### src/rtl/otcp_pkg.sv
// otcp_pkg: shared types, codes and text tables for the OpusTags comment parser
// used by otcp_core, otcp_out_buf and opus_tags_comment_parser
package otcp_pkg;

    localparam int LENGTH_BITS_DEF = 16;
    localparam int PLEN_W          = 16;
    localparam int MAXLEN_W        = 16;
    localparam int NUM_KEYS        = 5;
    localparam int MAGIC_LEN       = 8;
    localparam int MIN_PACKET      = 16;
    localparam logic [MAXLEN_W-1:0] MAX_LEN_RST = 16'd256;

    typedef enum logic [2:0] {
        PH_MAGIC,
        PH_VLEN,
        PH_VENDOR,
        PH_FCOUNT,
        PH_CLEN,
        PH_COMMENT,
        PH_DONE
    } phase_t;

    typedef enum logic [1:0] {
        KIND_VENDOR = 2'd0,
        KIND_TAG    = 2'd1,
        KIND_STATUS = 2'd2
    } kind_t;

    typedef struct packed {
        logic [7:0]        data_byte;
        logic [PLEN_W-1:0] packet_length;
        logic              first_byte;
        logic              last_byte;
    } item_t;

    typedef struct packed {
        kind_t       item_kind;
        logic [2:0]  tag_index;
        logic [7:0]  value_byte;
        logic        status;
        logic        end_of_packet;
    } result_t;

    // up to two results per byte, entry 0 goes out first
    typedef struct packed {
        logic [1:0]         cnt;
        result_t [1:0]      ent;
    } push_t;

    function automatic logic [7:0] magic_char(input logic [2:0] pos);
        logic [7:0] c;
        unique case (pos)
            3'd0:    c = 8'h4F;
            3'd1:    c = 8'h70;
            3'd2:    c = 8'h75;
            3'd3:    c = 8'h73;
            3'd4:    c = 8'h54;
            3'd5:    c = 8'h61;
            3'd6:    c = 8'h67;
            default: c = 8'h73;
        endcase
        return c;
    endfunction

    function automatic logic [2:0] key_len(input logic [2:0] key);
        logic [2:0] n;
        unique case (key)
            3'd0:    n = 3'd6;
            3'd1:    n = 3'd7;
            3'd2:    n = 3'd6;
            3'd3:    n = 3'd5;
            default: n = 3'd6;
        endcase
        return n;
    endfunction

    // lower-case key text including the trailing '='
    function automatic logic [7:0] key_char(input logic [2:0] key, input logic [2:0] pos);
        logic [7:0] c;
        c = 8'h00;
        unique case (key)
            3'd0: begin
                unique case (pos)
                    3'd0:    c = 8'h74;
                    3'd1:    c = 8'h69;
                    3'd2:    c = 8'h74;
                    3'd3:    c = 8'h6C;
                    3'd4:    c = 8'h65;
                    3'd5:    c = 8'h3D;
                    default: c = 8'h00;
                endcase
            end
            3'd1: begin
                unique case (pos)
                    3'd0:    c = 8'h61;
                    3'd1:    c = 8'h72;
                    3'd2:    c = 8'h74;
                    3'd3:    c = 8'h69;
                    3'd4:    c = 8'h73;
                    3'd5:    c = 8'h74;
                    3'd6:    c = 8'h3D;
                    default: c = 8'h00;
                endcase
            end
            3'd2: begin
                unique case (pos)
                    3'd0:    c = 8'h61;
                    3'd1:    c = 8'h6C;
                    3'd2:    c = 8'h62;
                    3'd3:    c = 8'h75;
                    3'd4:    c = 8'h6D;
                    3'd5:    c = 8'h3D;
                    default: c = 8'h00;
                endcase
            end
            3'd3: begin
                unique case (pos)
                    3'd0:    c = 8'h64;
                    3'd1:    c = 8'h61;
                    3'd2:    c = 8'h74;
                    3'd3:    c = 8'h65;
                    3'd4:    c = 8'h3D;
                    default: c = 8'h00;
                endcase
            end
            default: begin
                unique case (pos)
                    3'd0:    c = 8'h74;
                    3'd1:    c = 8'h72;
                    3'd2:    c = 8'h61;
                    3'd3:    c = 8'h63;
                    3'd4:    c = 8'h6B;
                    3'd5:    c = 8'h3D;
                    default: c = 8'h00;
                endcase
            end
        endcase
        return c;
    endfunction

endpackage

### src/rtl/otcp_out_buf.sv
// otcp_out_buf: two-word result buffer feeding the master stream side
// depends on otcp_pkg
module otcp_out_buf
    import otcp_pkg::*;
(
    input  logic       aclk,
    input  logic       aresetn,
    input  push_t      push,
    output logic [1:0] free,
    output logic       out_valid,
    input  logic       out_ready,
    output result_t    out_res
);

    logic [1:0]    count_reg, count_next;
    result_t [1:0] slot_reg, slot_next;
    logic          pop;
    logic [1:0]    cnt_a;

    assign pop       = (count_reg != 2'd0) && out_ready;
    assign free      = 2'd2 - count_reg;
    assign out_valid = (count_reg != 2'd0);
    assign out_res   = slot_reg[0];

    always_comb begin
        slot_next = slot_reg;
        cnt_a     = count_reg;
        if (pop) begin
            slot_next[0] = slot_reg[1];
            cnt_a        = count_reg - 2'd1;
        end
        case (cnt_a)
            2'd0: begin
                if (push.cnt != 2'd0) slot_next[0] = push.ent[0];
                if (push.cnt == 2'd2) slot_next[1] = push.ent[1];
            end
            2'd1: begin
                if (push.cnt != 2'd0) slot_next[1] = push.ent[0];
            end
            default: ;
        endcase
        count_next = cnt_a + push.cnt;
    end

    always_ff @(posedge aclk) begin
        if (!aresetn) begin
            count_reg <= 2'd0;
        end else begin
            count_reg <= count_next;
        end
        slot_reg <= slot_next;
    end

    a_count_range: assert property (@(posedge aclk) disable iff (!aresetn)
        count_reg <= 2'd2)
        else $error("result buffer overfilled");

    a_push_fits: assert property (@(posedge aclk) disable iff (!aresetn)
        push.cnt <= free)
        else $error("results pushed without room");

    a_hold_word: assert property (@(posedge aclk) disable iff (!aresetn)
        out_valid && !out_ready |=> out_valid && $stable(out_res))
        else $error("waiting word changed or dropped");

endmodule

### src/rtl/otcp_core.sv
// otcp_core: parser state and per-byte decode, magic, lengths, key match and value copy
// depends on otcp_pkg
module otcp_core
    import otcp_pkg::*;
#(
    parameter int LENGTH_BITS = LENGTH_BITS_DEF
) (
    input  logic                aclk,
    input  logic                aresetn,
    input  logic                fire,
    input  item_t               item,
    input  logic [MAXLEN_W-1:0] max_len,
    output push_t               push
);

    localparam int LB = LENGTH_BITS;
    localparam int CW = 33;

    phase_t              phase_reg, phase_next;
    logic [LB-1:0]       bl_reg, bl_next;
    logic [LB-1:0]       fc_reg, fc_next;
    logic [31:0]         ls_reg, ls_next;
    logic [LB-1:0]       fr_reg, fr_next;
    logic [NUM_KEYS-1:0] flags_reg, flags_next;
    logic [MAXLEN_W-1:0] cc_reg, cc_next;
    logic                cs_reg, cs_next;
    logic                err_reg, err_next;

    phase_t              ph;
    logic [LB-1:0]       bl, fc, fr;
    logic [31:0]         ls, newls;
    logic [NUM_KEYS-1:0] flags;
    logic [MAXLEN_W-1:0] cc;
    logic                cs, err;
    logic [LB:0]         fc_inc;
    logic [7:0]          b, low;
    logic                copy_req, copy_fire, found, bad;
    kind_t               copy_kind;
    logic [2:0]          copy_tag;
    result_t             copy_res, stat_res;

    always_comb begin
        b     = item.data_byte;
        low   = (b >= 8'h41 && b <= 8'h5A) ? b + 8'd32 : b;
        ph    = phase_reg;
        bl    = bl_reg;
        fc    = fc_reg;
        ls    = ls_reg;
        fr    = fr_reg;
        flags = flags_reg;
        cc    = cc_reg;
        cs    = cs_reg;
        err   = err_reg;
        if (item.first_byte) begin
            ph    = PH_MAGIC;
            bl    = LB'(item.packet_length);
            fc    = '0;
            ls    = '0;
            fr    = '0;
            flags = '1;
            cc    = '0;
            cs    = 1'b0;
            err   = (LB'(item.packet_length) < LB'(MIN_PACKET));
        end
        fc_inc    = {1'b0, fc} + (LB+1)'(1);
        newls     = ls | (32'(b) << {fc[1:0], 3'b000});
        copy_req  = 1'b0;
        copy_kind = KIND_VENDOR;
        copy_tag  = 3'd0;
        found     = 1'b0;

        if (!err && ph != PH_DONE) begin
            if (bl == '0) begin
                err = 1'b1;
            end else begin
                bl = bl - LB'(1);
                unique case (ph)
                    PH_MAGIC: begin
                        if (b != magic_char(fc[2:0])) begin
                            err = 1'b1;
                        end else begin
                            fc = fc_inc[LB-1:0];
                            if (CW'(fc_inc) >= CW'(MAGIC_LEN)) begin
                                ph = PH_VLEN;
                                fc = '0;
                                ls = '0;
                            end
                        end
                    end
                    PH_VLEN, PH_FCOUNT, PH_CLEN: begin
                        ls = newls;
                        fc = fc_inc[LB-1:0];
                        if (CW'(fc_inc) >= CW'(4)) begin
                            fc = '0;
                            if (ph == PH_VLEN) begin
                                if (bl < LB'(4) || newls > 32'(bl) - 32'd4) begin
                                    err = 1'b1;
                                end else if (newls == '0) begin
                                    ph = PH_FCOUNT;
                                end else begin
                                    ph = PH_VENDOR;
                                    cc = '0;
                                    cs = 1'b0;
                                end
                            end else if (ph == PH_FCOUNT) begin
                                if (newls > 32'(bl >> 2)) begin
                                    err = 1'b1;
                                end else begin
                                    fr = LB'(newls);
                                    if (fr == '0) begin
                                        ph = PH_DONE;
                                    end else if (bl < LB'(4)) begin
                                        err = 1'b1;
                                    end else begin
                                        ph = PH_CLEN;
                                        fc = '0;
                                        ls = '0;
                                    end
                                end
                            end else begin
                                if (newls > 32'(bl)) begin
                                    err = 1'b1;
                                end else begin
                                    for (int j = 0; j < NUM_KEYS; j++) begin
                                        flags[j] = (32'(key_len(3'(j))) <= newls);
                                    end
                                    cc = '0;
                                    cs = 1'b0;
                                    fc = '0;
                                    fr = fr - LB'(1);
                                    ph = PH_COMMENT;
                                    if (newls == '0) begin
                                        if (fr == '0) begin
                                            ph = PH_DONE;
                                        end else if (bl < LB'(4)) begin
                                            err = 1'b1;
                                        end else begin
                                            ph = PH_CLEN;
                                            ls = '0;
                                        end
                                    end
                                end
                            end
                        end
                    end
                    PH_VENDOR: begin
                        copy_req = 1'b1;
                        fc       = fc_inc[LB-1:0];
                        if (CW'(fc_inc) >= CW'(ls)) begin
                            ph = PH_FCOUNT;
                            fc = '0;
                            ls = '0;
                        end
                    end
                    PH_COMMENT: begin
                        for (int j = 0; j < NUM_KEYS; j++) begin
                            if (flags_reg[j] && !found && flags[j]) begin
                                if (fc < LB'(key_len(3'(j)))) begin
                                    if (low != key_char(3'(j), fc[2:0])) flags[j] = 1'b0;
                                end else begin
                                    found     = 1'b1;
                                    copy_req  = 1'b1;
                                    copy_kind = KIND_TAG;
                                    copy_tag  = 3'(j);
                                end
                            end
                        end
                        fc = fc_inc[LB-1:0];
                        if (CW'(fc_inc) >= CW'(ls)) begin
                            if (fr == '0) begin
                                ph = PH_DONE;
                            end else if (bl < LB'(4)) begin
                                err = 1'b1;
                            end else begin
                                ph = PH_CLEN;
                                fc = '0;
                                ls = '0;
                            end
                        end
                    end
                    default: ph = PH_DONE;
                endcase
            end
        end

        copy_fire = 1'b0;
        if (copy_req && !cs && cc < max_len) begin
            if (b == 8'h00) begin
                cs = 1'b1;
            end else begin
                cc        = cc + MAXLEN_W'(1);
                copy_fire = 1'b1;
            end
        end

        bad = err || (ph != PH_DONE);
        if (item.last_byte) begin
            ph    = PH_MAGIC;
            bl    = '0;
            fc    = '0;
            ls    = '0;
            fr    = '0;
            flags = '1;
            cc    = '0;
            cs    = 1'b0;
            err   = 1'b0;
        end

        copy_res.item_kind     = copy_kind;
        copy_res.tag_index     = copy_tag;
        copy_res.value_byte    = b;
        copy_res.status        = 1'b0;
        copy_res.end_of_packet = 1'b0;
        stat_res.item_kind     = KIND_STATUS;
        stat_res.tag_index     = 3'd0;
        stat_res.value_byte    = 8'h00;
        stat_res.status        = bad;
        stat_res.end_of_packet = 1'b1;

        if (copy_fire) begin
            push.ent[0] = copy_res;
            push.ent[1] = stat_res;
            push.cnt    = 2'd1 + {1'b0, item.last_byte};
        end else begin
            push.ent[0] = stat_res;
            push.ent[1] = stat_res;
            push.cnt    = {1'b0, item.last_byte};
        end

        phase_next = ph;
        bl_next    = bl;
        fc_next    = fc;
        ls_next    = ls;
        fr_next    = fr;
        flags_next = flags;
        cc_next    = cc;
        cs_next    = cs;
        err_next   = err;
    end

    always_ff @(posedge aclk) begin
        if (!aresetn) begin
            phase_reg <= PH_MAGIC;
            bl_reg    <= '0;
            fc_reg    <= '0;
            ls_reg    <= '0;
            fr_reg    <= '0;
            flags_reg <= '1;
            cc_reg    <= '0;
            cs_reg    <= 1'b0;
            err_reg   <= 1'b0;
        end else if (fire) begin
            phase_reg <= phase_next;
            bl_reg    <= bl_next;
            fc_reg    <= fc_next;
            ls_reg    <= ls_next;
            fr_reg    <= fr_next;
            flags_reg <= flags_next;
            cc_reg    <= cc_next;
            cs_reg    <= cs_next;
            err_reg   <= err_next;
        end
    end

    a_last_clears: assert property (@(posedge aclk) disable iff (!aresetn)
        fire && item.last_byte |=> phase_reg == PH_MAGIC && bl_reg == '0 && !err_reg)
        else $error("packet end did not clear the parser");

    a_err_quiet: assert property (@(posedge aclk) disable iff (!aresetn)
        fire && err_reg && !item.first_byte |-> push.cnt == {1'b0, item.last_byte})
        else $error("value byte emitted after an error");

    a_done_quiet: assert property (@(posedge aclk) disable iff (!aresetn)
        fire && phase_reg == PH_DONE && !item.first_byte
            |-> push.cnt == {1'b0, item.last_byte})
        else $error("value byte emitted after parsing finished");

endmodule

### src/rtl/opus_tags_comment_parser.sv
// opus_tags_comment_parser: top level, input word register, config register and wiring
// depends on otcp_pkg, otcp_core, otcp_out_buf
//
// usage: one packet byte per slave word; s_tuser marks the first byte (packet length
// sampled there from s_tdata), s_tlast the final byte. the master side carries vendor
// bytes, matched tag value bytes and one status word closing each packet (m_tlast).
// cfg_wr_en/cfg_wr_data write the per-string copy limit at any edge while idle.
// a taken byte waits in the input word register, is decoded from there once the buffer
// has room for its words, then its words enter the result buffer, which drives m_tvalid.
// throughput: one byte per cycle while m_tready is high and each byte makes at most one
// word; a last byte copying a value byte makes two words and needs both free slots.
// the input register and the two-word result buffer decouple the sides: when m_tready
// is low the buffer fills and then s_tready drops, with nothing lost or repeated.
// reset: copy limit 256, parser in the magic phase with no packet open, buffer empty.
module opus_tags_comment_parser
    import otcp_pkg::*;
#(
    parameter int LENGTH_BITS = LENGTH_BITS_DEF
) (
    input  logic                aclk,
    input  logic                aresetn,
    input  logic                s_tvalid,
    output logic                s_tready,
    input  logic [23:0]         s_tdata,  // data_byte, packet_length
    input  logic                s_tuser,  // first_byte
    input  logic                s_tlast,
    output logic                m_tvalid,
    input  logic                m_tready,
    output logic [15:0]         m_tdata,  // value_byte, status, zero pad
    output logic [4:0]          m_tuser,  // item_kind, tag_index
    output logic                m_tlast,
    input  logic                cfg_wr_en,
    input  logic [MAXLEN_W-1:0] cfg_wr_data
);

    logic [MAXLEN_W-1:0] max_len_reg;
    logic                in_valid_reg, in_valid_next;
    item_t               in_item_reg;
    push_t               push_raw, push;
    logic [1:0]          free;
    logic                fire, accept;
    result_t             out_res;

    assign fire     = in_valid_reg && (push_raw.cnt <= free);
    assign s_tready = !in_valid_reg || fire;
    assign accept   = s_tvalid && s_tready;

    always_comb begin
        push     = push_raw;
        push.cnt = fire ? push_raw.cnt : 2'd0;
        if (accept) begin
            in_valid_next = 1'b1;
        end else if (fire) begin
            in_valid_next = 1'b0;
        end else begin
            in_valid_next = in_valid_reg;
        end
    end

    always_ff @(posedge aclk) begin
        if (!aresetn) begin
            max_len_reg  <= MAX_LEN_RST;
            in_valid_reg <= 1'b0;
        end else begin
            in_valid_reg <= in_valid_next;
            if (cfg_wr_en) max_len_reg <= cfg_wr_data;
        end
        if (accept) begin
            in_item_reg.data_byte     <= s_tdata[7:0];
            in_item_reg.packet_length <= s_tdata[23:8];
            in_item_reg.first_byte    <= s_tuser;
            in_item_reg.last_byte     <= s_tlast;
        end
    end

    otcp_core #(
        .LENGTH_BITS(LENGTH_BITS)
    ) u_core (
        .aclk    (aclk),
        .aresetn (aresetn),
        .fire    (fire),
        .item    (in_item_reg),
        .max_len (max_len_reg),
        .push    (push_raw)
    );

    otcp_out_buf u_out_buf (
        .aclk      (aclk),
        .aresetn   (aresetn),
        .push      (push),
        .free      (free),
        .out_valid (m_tvalid),
        .out_ready (m_tready),
        .out_res   (out_res)
    );

    assign m_tdata = {7'd0, out_res.status, out_res.value_byte};
    assign m_tuser = {out_res.tag_index, out_res.item_kind};
    assign m_tlast = out_res.end_of_packet;

endmodule

### config.mk
export PLATFORM = sky130hd
export DESIGN_NAME = opus_tags_comment_parser
export DESIGN_NICKNAME = d
export VERILOG_FILES = /design/src/rtl/otcp_pkg.sv /design/src/rtl/otcp_out_buf.sv /design/src/rtl/otcp_core.sv /design/src/rtl/opus_tags_comment_parser.sv
export SDC_FILE = /design/constraint.sdc
export NUM_CORES = 1
export LEC_CHECK = 0
export BUFFER_PORTS_ARGS = -buffer_cell sky130_fd_sc_hd__buf_2
export CELL_PAD_IN_SITES_DETAIL_PLACEMENT = 1
export CELL_PAD_IN_SITES_GLOBAL_PLACEMENT = 1
export CORE_MARGIN = 1
export CORE_UTILIZATION = 49
export CTS_BUF_LIST = sky130_fd_sc_hd__clkbuf_2 sky130_fd_sc_hd__clkbuf_4 sky130_fd_sc_hd__clkbuf_8
export DETAILED_ROUTE_END_ITERATION = 10
export GPL_ROUTABILITY_DRIVEN = 1
export PLACE_DENSITY = 0.84
export SYNTH_ARGS = -nofsm -noshare
export SYNTH_HDL_FRONTEND = slang
export SYNTH_SLANG_ARGS = --single-unit
### constraint.sdc
create_clock -name aclk -period 14 [get_ports aclk]
set_input_delay 0.7 -clock aclk [delete_from_list [all_inputs] [get_ports aclk]]
set_output_delay 0.7 -clock aclk [all_outputs]
set_load 0.01 [all_outputs]
==> results of run 1 <==
==> metrics by stage <==
step	total power (W)	cell area (µm²)	hold WS, ns	instances	utilization [%]
floorplan	0.001048	14840	0.4367	1836	-
global placement	0.001170	15220	0.4391	2188	51.21
detailed placement	0.001204	15220	0.4627	2188	51.21
CTS	0.001565	15590	0.3214	2220	52.45
global route	0.001648	15590	0.3253	2220	52.45
finish	0.001565	15590	0.3443	2220	52.45
==> metal layers <==
| layer | track usage (%) | routed length (µm) | up-vias |
|---|---|---|---|
| li1 | - | - | 6755 |
| met1 | 41.22 | 21360 | 7218 |
| met2 | 55.25 | 24120 | 508 |
| met3 | 4.610 | 2862 | 117 |
| met4 | 18.37 | 2374 | 0 |
| met5 | 0 | 0 | - |
==> critical path, delay by kind of cell (launching register included) <==
family	cells	cell delay (ns)
compound gates	13	3.90
simple gates	17	4.40
buf+inv	6	2.01
fa+ha+maj	4	1.43
flops	1	0.47
mux	1	0.51
==> area by class of cell <==
type	count	area (µm²)	share of cell area, %
Inverter	72	270.3	1.734
Multi-Input combinational cell	1456	9938	63.76
Tap cell	390	488.0	3.131
Timing Repair Buffer	90	518.0	3.323
Clock inverter	11	97.59	0.6262
Sequential cell	180	4004	25.69
Clock buffer	21	270.3	1.734
==> cell usage after synthesis (24+ instances only) <==
master	instances	share of area, %
nor4_1	29	1.2
nand3_1	55	1.9
nand2b_1	25	1.1
and2_1	40	1.7
a22o_1	34	2.0
nand4_1	35	1.5
edfxtp_1	40	8.1
o21ai_0	73	2.5
mux2i_1	36	2.4
ha_1	105	8.9
a21o_1	38	1.9
nand2_1	179	4.5
dfxtp_1	140	19
a22oi_1	26	1.3
inv_1	72	1.8
nor2_1	117	3.0
clkbuf_1	70	1.8
nor3_1	48	1.6
nor2b_1	68	2.9
xnor2_1	43	2.5
a31oi_1	24	1.0
buf_4	26	1.3
a21oi_1	93	3.1
==> final timing paths <==
| kind | start | endpoint | cells after the start |
|---|---|---|---|
| worst max register to register | in_item_reg[1] | u_core.ls_reg[28] | 41 |
| worst min-delay path | s_tdata[23] | in_item_reg[17] | 1 |
| worst min register to register | u_out_buf.out_res[14] | u_out_buf.out_res[14] | 2 |
| worst max-delay path | in_item_reg[1] | u_core.ls_reg[28] | 41 |
==> power breakdown <==
group / switching [W] / internal [W]
logic: 0.000377 / 0.000211
registers: 0.0000400 / 0.000578
clock network: 0.000222 / 0.000137
==> cells in the final DEF, fill, tap and decap left out, types with 38 or more instances in the layout <==
master    count
edfxtp_1     40
ha_1        105
nor3_1       48
buf_2        63
nor2b_1      68
dfxtp_1     140
inv_1        71
a21o_1       38
a21oi_1      92
nand2_1     179
nor2_1      116
xnor2_1      43
nand3_1      55
o21ai_0      72
and2_1       40
==> kinds of logic after synthesis <==
kind of cell / after synthesis / share of synthesized area [%]
multiplexers: 47 / 3.302
AND/OR/NAND/NOR: 723 / 26.02
other: 1 / 0.02531
XOR/XNOR: 71 / 4.577
buffers and inverters: 200 / 6.181
flip-flops: 180 / 27.02
adder cells (fa/ha/maj): 109 / 9.153
AO/OA/AOI/OAI: 499 / 23.73
==> out/metrics.cfg, run 1 <==
[clock_network]
path_clk_slew_ns=0.10
cts_root_buffer=clkbuf_8
worstSkewPairLatency_ns=0.53
tritoncts=yes
htree_levels=4
cts_max_path_buffers=2
clkSinkCount=180
post_cts_buffers=0
postCtsHoldBufs=0
cts_made_buffers=17
ctsResizeCount=0

[power]
power_density_nw_per_um2=100.4
total_leakage_power_nw=6.376
vdd.ir_drop.worst_mv=0.05581

[synthesis]
postSynthAreaPerCell_um2=8.097
async_reset_ff_share_pct=0
ys.warnings.count=0
synthCells=1830
synth_area_um2=14820
synth_cell_type_count=100
synth-main-ff-cell=dfxtp_1
synth_seq_cells=180
ys_seq_area_share_pct=27.02
synth_edf_count=40

[die]
io_pins=71
coreArea_um2=29720
start_util_pct=49.86
fp.dieH_um=175.9
fp-row-count=63
die_x_um=175.9
die_area_um2=30940

[hold_path]
hold_path_class=in -> reg

[finish]
nets=1969
drive_gt1_share_pct=9.836
largest_reg_flops=32
antennaDiodeCount=0
area_delta_synth_final_pct=5.185
n_fill_cell=3665

[route]
drtPass1Iterations=5
drt_iter0_markers=1187
drc=0
drt_wl_total_mm=50.72
wl_per_cell_um=22.85
post_drt_via_cell_ratio=6.576
ant_nets=0
vias=14600

[global_routing]
antenna_found_initial=0
grt_overflow=0
grt_pass1_wl_mm=80.77
grt_max_degree=75
grt.total_usage_pct=33.19
grt_pass1_vias=14820

[timing]
setup_ws_ns=1.186
fin_crit_sh_pct=91.53
tns_ns=0
tightest_slew_ns=1.115
timing.fmax_mhz=78.04
relSlewSlack_pct=24.68
grt_setup_unrepaired=false
setup_viol=0
fin_crit_ns=12.81
slew_viol_final=0
hold_violations=0
finClkSkew_ns=0.02127

[place]
portBuffers=63
preCtsSetupSlack_ns=1.489
dpl.hpwl_mm=37.71
place_congestion=0.9283

[setup_path]
cp.required_ns=14.47
cpMaxStageDelayCell=a2111oi_0
worstSetupPathType=reg -> reg
cp_common_cell=buf_4
arrival_ns=13.28
cp-start-kind=flop
rrSetupSlack_ns=1.19
path_max_fanout=54
crit_path_end_kind=flop
max_stage_delay_ns=0.71

[run]
max_cap_viol_count=0

[status]
status=finished clean

Power figures use the tool's default switching activity.
==> inputs of run 2 (changes only) <==
- PLACE_DENSITY: 0.84 -> 0.85
- SYNTH_HIERARCHICAL: default -> 1
==> out/metrics.cfg, run 2 <==
[timing]
relSlewSlack_pct=16.26  ; was 24.68%
fin_crit_sh_pct=90.75  ; was 91.53%
finClkSkew_ns=0.02349  ; was 0.02127 ns
slew_viol_final=0  ; unchanged
hold_violations=0  ; unchanged
grt_setup_unrepaired=false  ; unchanged
tns_ns=0  ; unchanged
timing.fmax_mhz=78.71  ; was 78.04 MHz
setup_ws_ns=1.296  ; was 1.186 ns
setup_viol=0  ; unchanged
tightest_slew_ns=1.256  ; was 1.115 ns
fin_crit_ns=12.70  ; was 12.81 ns
whs_ns=0.3484  ; was 0.3443 ns

[setup_path]
arrival_ns=13.13  ; was 13.28 ns
cp.buffers_inverters=4  ; was 6
cpMaxStageDelayCell=edfxtp_1  ; was a2111oi_0
cp.required_ns=14.43  ; was 14.47 ns
path_max_fanout=29  ; was 54
worstSetupPathType=reg -> reg  ; unchanged
r2r_start=in_item_reg[1]  ; unchanged
crit_path_end_kind=flop  ; unchanged
cp_top_family=simple AND/OR/NAND/NOR gates  ; unchanged
cp-start-kind=flop  ; unchanged
rrSetupSlack_ns=1.30  ; was 1.19 ns
rr_worst_depth=43  ; was 41
max_stage_delay_ns=1.01  ; was 0.71 ns
r2r_end=u_core/ls_reg[19]  ; was u_core.ls_reg[28]

[route]
drc=0  ; unchanged
drt_iter0_markers=1229  ; was 1187
ant_nets=0  ; unchanged
wl_per_cell_um=22.86  ; was 22.85 µm
vias=15830  ; was 14600
drtPass1Iterations=5  ; unchanged
post_drt_via_cell_ratio=6.670  ; was 6.576
drt_wl_total_mm=54.24  ; was 50.72 mm

[clock_network]
path_clk_slew_ns=0.10  ; about the same
cts_root_buffer=clkbuf_8  ; unchanged
cts_made_buffers=17  ; unchanged
clkSinkCount=181  ; was 180
tritoncts=yes  ; unchanged
postCtsHoldBufs=0  ; unchanged
htree_levels=4  ; unchanged
post_cts_buffers=0  ; unchanged
ctsResizeCount=0  ; unchanged
worstSkewPairLatency_ns=0.53  ; about the same
cts_max_path_buffers=2  ; unchanged

[synthesis]
ys.warnings.count=6  ; was 0
postSynthAreaPerCell_um2=7.796  ; was 8.097 µm²
synthTopCellsByArea=dfxtp_1 18%, ha_1 8.5%, edfxtp_1 7.9%, a21oi_1 5.2%, nor2_1 4.8%  ; was dfxtp_1 19%, ha_1 8.9%, edfxtp_1 8.1%, nand2_1 4.5%, a21oi_1 3.1%
synth_cell_type_count=107  ; was 100
yosysMostFrequentCell=nor2_1  ; was nand2_1
synthCells=1998  ; was 1830
synth_top_area_cell=dfxtp_1  ; unchanged
synth_seq_cells=181  ; was 180
synth_top_cells_by_count=201 x nor2_1, 176 x nand2_1, 161 x a21oi_1  ; was 179 x nand2_1, 140 x dfxtp_1, 117 x nor2_1
synth_area_um2=15580  ; was 14820 µm²
async_reset_ff_share_pct=0  ; unchanged
ys_seq_area_share_pct=25.90  ; was 27.02%
synth.top_cell.area_share_pct=17.99  ; was 18.91%
synth_edf_count=41  ; was 40
synth-main-ff-cell=dfxtp_1  ; unchanged

[finish]
area_delta_synth_final_pct=4.547  ; was 5.185%
nets=2117  ; was 1969
fin_area_um2=16280  ; was 15590 µm²
largest_reg_flops=32  ; unchanged
layout_common_cells=201 x nor2_1, 176 x nand2_1, 161 x a21oi_1, 140 x dfxtp_1, 106 x ha_1  ; was 179 x nand2_1, 140 x dfxtp_1, 116 x nor2_1, 105 x ha_1, 92 x a21oi_1
drive_gt1_share_pct=8.953  ; was 9.836%
antennaDiodeCount=0  ; unchanged
final_common_cell=nor2_1  ; was nand2_1

[global_routing]
grtUsageMet3_pct=6.103  ; was 4.610%
grt_overflow=0  ; unchanged
gr-max-usage-layer=met2  ; unchanged
grt_pass1_vias=16250  ; was 14820
use_met2_pct=57.05  ; was 55.25%
grt.total_usage_pct=33.21  ; was 33.19%
grt_pass1_wl_mm=86.72  ; was 80.77 mm
grt_use_met1_pct=39.65  ; was 41.22%
antenna_found_initial=0  ; unchanged
grt_max_degree=93  ; was 75

[hold_path]
min_path_cells=1  ; unchanged
min_to=in_item_reg[22]  ; was in_item_reg[17]
worstHoldStart=s_tdata[4]  ; was s_tdata[23]
hold_path_class=in -> reg  ; unchanged

[place]
portBuffers=63  ; unchanged
dpl.hpwl_mm=39.46  ; was 37.71 mm
preCtsSetupSlack_ns=1.719  ; was 1.489 ns
place_congestion=0.9565  ; was 0.9283
placed_area_um2=15800  ; was 15220 µm²

[power]
vdd.ir_drop.worst_mv=0.09623  ; was 0.05581 mV
p_comb_share_pct=39.3  ; was 37.5%
swShare_pct=39.59  ; was 40.81%
total_leakage_power_nw=6.508  ; was 6.376 nW
seqPwrFrac_pct=35.5  ; was 39.5%
power.switching_w=0.0007110  ; was 0.0006384 W
power_density_nw_per_um2=110.3  ; was 100.4 nW/µm²
p_int_w=0.001085  ; was 0.0009261 W
clkPwrFrac_pct=25.2  ; was 22.9%

[die]
start_util_pct=50.39  ; was 49.86%
fp-row-count=64  ; was 63
coreArea_um2=30910  ; was 29720 µm²
fp.dieH_um=180.3  ; was 175.9 µm
die_x_um=180.3  ; was 175.9 µm
die_area_um2=32500  ; was 30940 µm²
io_pins=71  ; unchanged

[status]
status=finished clean  ; unchanged

[run]
max_cap_viol_count=0  ; unchanged

## run 2: cell types whose count changed in the layout (fill, tap and decap cells not counted), sizes merged, moves of 13 or more
cell | previous run | this run
a22oi | 26 | 42
a21oi | 94 | 162
conb | 7 | 21
nor3 | 50 | 77
xnor2 | 44 | 58
nor2b | 68 | 36
nor2 | 120 | 203
a21o | 38 | 22
inv | 75 | 90
o31ai | 11 | 24
a22o | 34 | 17
## run 2: cell families after synthesis
logic type	synth area share [%]
other cells	0.07229
buf+inv	7.527
simple gates	24.58
fa+ha+maj	8.579
xor+xnor	4.755
mux	4.000
compound gates	24.59
flops	25.90
## run 2: per-layer routing
metal	routed length [µm]	share of wire, %	up-vias
met5	0	0	-
met1	22280	41	7806
met3	3431	6.3	165
li1	-	-	7218
met4	2305	4.2	0
met2	26220	48	638
## run 2: area by class of cell
cell class | count | area (µm²)
Sequential cell | 181 | 4034
Clock inverter | 14 | 241.5
Clock buffer | 18 | 241.5
Inverter | 85 | 321.6
Tap cell | 396 | 495.5
Timing Repair Buffer | 87 | 508.0
Fill cell | 3836 | 14630
Multi-Input combinational cell | 1592 | 10440
## run 2: how the worst max path moves through the flow
stage | startpoint | end | slack [ns] | cells after the start
floorplan | in_item_reg[1] | u_out_buf/slot_reg[15] | 2.43 | 47
global placement | in_item_reg[1] | u_core/ls_reg[18] | 2.38 | 43
detailed placement | in_item_reg[1] | u_core/ls_reg[27] | 1.72 | 42
CTS | in_item_reg[1] | u_core/ls_reg[19] | 1.53 | 43
global route | in_item_reg[1] | u_core/ls_reg[19] | 0.45 | 42
finish | in_item_reg[1] | u_core/ls_reg[19] | 1.30 | 43
## run 2: stage by stage
stage / power, W / util, % / cells
finish: 0.001796 / 52.68 / 2373
global route: 0.001889 / 52.68 / 2373
CTS: 0.001794 / 52.68 / 2373
detailed placement: 0.001336 / 51.12 / 2341
global placement: 0.001298 / 51.12 / 2341
floorplan: 0.001173 / - / 2016
## run 2: power by group through the flow
stage          clock network, W  registers (W)  logic (W)
2_1_floorplan                 0       0.000624   0.000549
3_3_place_gp                  0       0.000645   0.000653
3_5_place_dp                  0       0.000648   0.000687
4_1_cts                0.000463       0.000637   0.000694
5_1_grt                0.000481       0.000644   0.000764
6_report               0.000453       0.000638   0.000705
==> inputs of run 3 (changes only) <==
- CELL_PAD_IN_SITES_DETAIL_PLACEMENT: 1 -> default
- CELL_PAD_IN_SITES_GLOBAL_PLACEMENT: 1 -> default
- CORE_UTILIZATION: 49 -> 50
- PLACE_DENSITY: 0.85 -> 0.68
==> out/metrics.cfg, run 3 (same netlist as run 2, synthesis figures left out) <==
[timing]
relSlewSlack_pct=21.05  ; was 16.26%
setup_ws_ns=1.561  ; was 1.296 ns
timing.fmax_mhz=80.39  ; was 78.71 MHz
finClkSkew_ns=0.02697  ; was 0.02349 ns
fin_crit_sh_pct=88.85  ; was 90.75%
setup_viol=0  ; unchanged
tightest_slew_ns=1.184  ; was 1.256 ns
grt_setup_unrepaired=false  ; unchanged
hold_violations=0  ; unchanged
tns_ns=0  ; unchanged
slew_viol_final=0  ; unchanged
fin_crit_ns=12.44  ; was 12.70 ns

[finish]
fin_area_um2=16280  ; about the same
multi_input_area_um2=10440  ; unchanged
area_delta_synth_final_pct=4.490  ; was 4.547%
nets=2117  ; unchanged
largest_reg_flops=32  ; unchanged
regArea_um2=4034  ; unchanged
finish.utilization_pct=53.21  ; was 52.68%
layout_common_cells=201 x nor2_1, 176 x nand2_1, 161 x a21oi_1, 140 x dfxtp_1, 106 x ha_1  ; unchanged
n_fill_cell=3009  ; was 3836
antennaDiodeCount=0  ; unchanged
drive_gt1_share_pct=8.953  ; unchanged
final_common_cell=nor2_1  ; unchanged

[global_routing]
grt.total_usage_pct=29.98  ; was 33.21%
grt_pass1_vias=13970  ; was 16250
grt_pass1_wl_mm=75.24  ; was 86.72 mm
grt_max_degree=76  ; was 93
grt_overflow=0  ; unchanged
antenna_found_initial=0  ; unchanged

[setup_path]
crit_path_end_kind=flop  ; unchanged
cp.required_ns=14.44  ; was 14.43 ns
cp-start-kind=flop  ; unchanged
rrSetupSlack_ns=1.56  ; was 1.30 ns
rr_worst_depth=42  ; was 43
cp_common_cell=nor2_1
arrival_ns=12.87  ; was 13.13 ns
path_max_fanout=30  ; was 29
r2r_start=in_item_reg[1]  ; unchanged
r2r_end=u_core/ls_reg[20]  ; was u_core/ls_reg[19]
worstSetupPathType=reg -> reg  ; unchanged
cpMaxStageDelayCell=edfxtp_1  ; unchanged
max_stage_delay_ns=1.00  ; was 1.01 ns

[route]
wl_per_cell_um=20.17  ; was 22.86 µm
drtPass1Iterations=6  ; was 5
post_drt_via_cell_ratio=6.381  ; was 6.670
drc=0  ; unchanged
drt_iter0_markers=1232  ; was 1229
vias=15140  ; was 15830
drt_wl_total_mm=47.86  ; was 54.24 mm
ant_nets=0  ; unchanged

[die]
fp.dieH_um=178.5  ; was 180.3 µm
start_util_pct=50.92  ; was 50.39%
coreArea_um2=30590  ; was 30910 µm²
die_x_um=178.5  ; was 180.3 µm
io_pins=71  ; unchanged
die_area_um2=31860  ; was 32500 µm²
fp-row-count=64  ; unchanged

[clock_network]
clkSinkCount=181  ; unchanged
post_cts_buffers=0  ; unchanged
postCtsHoldBufs=0  ; unchanged
htree_levels=4  ; unchanged
ctsResizeCount=0  ; unchanged
cts_max_path_buffers=2  ; unchanged
path_clk_slew_ns=0.11  ; was 0.10 ns
tritoncts=yes  ; unchanged
worstSkewPairLatency_ns=0.52  ; was 0.53 ns
cts_made_buffers=17  ; unchanged
cts_root_buffer=clkbuf_8  ; unchanged

[power]
design_power_total_w=0.001758  ; was 0.001796 W
total_leakage_power_nw=6.496  ; was 6.508 nW
vdd.ir_drop.worst_mv=0.07382  ; was 0.09623 mV
seqPwrFrac_pct=36.2  ; was 35.5%
p_int_w=0.001075  ; was 0.001085 W
power_density_nw_per_um2=108.0  ; was 110.3 nW/µm²
swShare_pct=38.86  ; was 39.59%
power.switching_w=0.0006834  ; was 0.0007110 W
p_comb_share_pct=38.6  ; was 39.3%
clkPwrFrac_pct=25.2  ; about the same

[hold_path]
worstHoldStart=s_tdata[2]  ; was s_tdata[4]
min_to=in_item_reg[20]  ; was in_item_reg[22]
min_path_cells=1  ; unchanged
hold_path_class=in -> reg  ; unchanged

[status]
status=finished clean  ; unchanged

[place]
place_congestion=0.9663  ; was 0.9565
placed_area_um2=15790  ; was 15800 µm²
preCtsSetupSlack_ns=1.890  ; was 1.719 ns
portBuffers=63  ; unchanged
dpl.hpwl_mm=34.93  ; was 39.46 mm

[run]
max_cap_viol_count=0  ; unchanged

## run 3: cell types whose count changed in the layout (fill, tap and decap cells not counted), sizes merged
cell	delta
bufinv	-1
clkbuf	+2
clkinv	+2
clkinvlp	+1
inv	-4
## run 3: power by group through the flow
stage	combinational, W	sequential (W)	clock [W]
2_1_floorplan	0.000549	0.000624	0
3_3_place_gp	0.000648	0.000646	0
3_5_place_dp	0.000666	0.000647	0
4_1_cts	0.000668	0.000635	0.000452
5_1_grt	0.000741	0.000643	0.000471
6_report	0.000678	0.000636	0.000444
## run 3: worst max path at each step
stage | start | to | slack, ns | cells after the start
3_5_place_dp | in_item_reg[1] | u_core/ls_reg[24] | 1.89 | 42
6_report | in_item_reg[1] | u_core/ls_reg[20] | 1.56 | 42
4_1_cts | in_item_reg[1] | u_core/ls_reg[24] | 1.82 | 42
3_3_place_gp | in_item_reg[1] | u_core/cc_reg[8] | 2.22 | 43
2_1_floorplan | in_item_reg[1] | u_out_buf/slot_reg[15] | 2.43 | 47
5_1_grt | in_item_reg[1] | u_core/ls_reg[30] | 0.68 | 42
## run 3: final cells by class
type / count / area share, %
tap: 396 / 3.044
clock inverter: 12 / 1.338
clock buffer: 20 / 1.653
multi-input combinational: 1592 / 64.16
inverter: 85 / 1.976
timing repair buffer: 87 / 3.044
sequential: 181 / 24.78
## run 3: routing by layer
metal | global-route usage, % | vias to the layer above | share of wire (%) | routed length, µm
met2 | 50.66 | 609 | 47 | 22550
met1 | 38.56 | 7228 | 44 | 20900
met4 | 11.72 | 0 | 2.8 | 1355
li1 | - | 7223 | - | -
met5 | 0 | - | 0 | 0
met3 | 3.772 | 82 | 6.4 | 3056
## run 3: metrics by stage
| stage | std cells | hold slack [ns] |
|---|---|---|
| final | 2373 | 0.3519 |
| after floorplan | 2016 | 0.4249 |
| after CTS | 2373 | 0.3224 |
| after global routing | 2373 | 0.3216 |
| after detailed placement | 2341 | 0.4422 |
| after global placement | 2341 | 0.4445 |
## run 3: critical path: cells and delay by family (launching register included)
| family | cells | cell delay [ns] |
|---|---|---|
| AOI/OAI and AO/OA | 12 | 2.80 |
| xor gates and xnor gates | 2 | 0.65 |
| adders and majority gates | 4 | 1.33 |
| buffers and inverters | 5 | 0.80 |
| DFF | 1 | 1.00 |
| muxes | 1 | 0.42 |
| and+or+nand+nor | 18 | 5.32 |
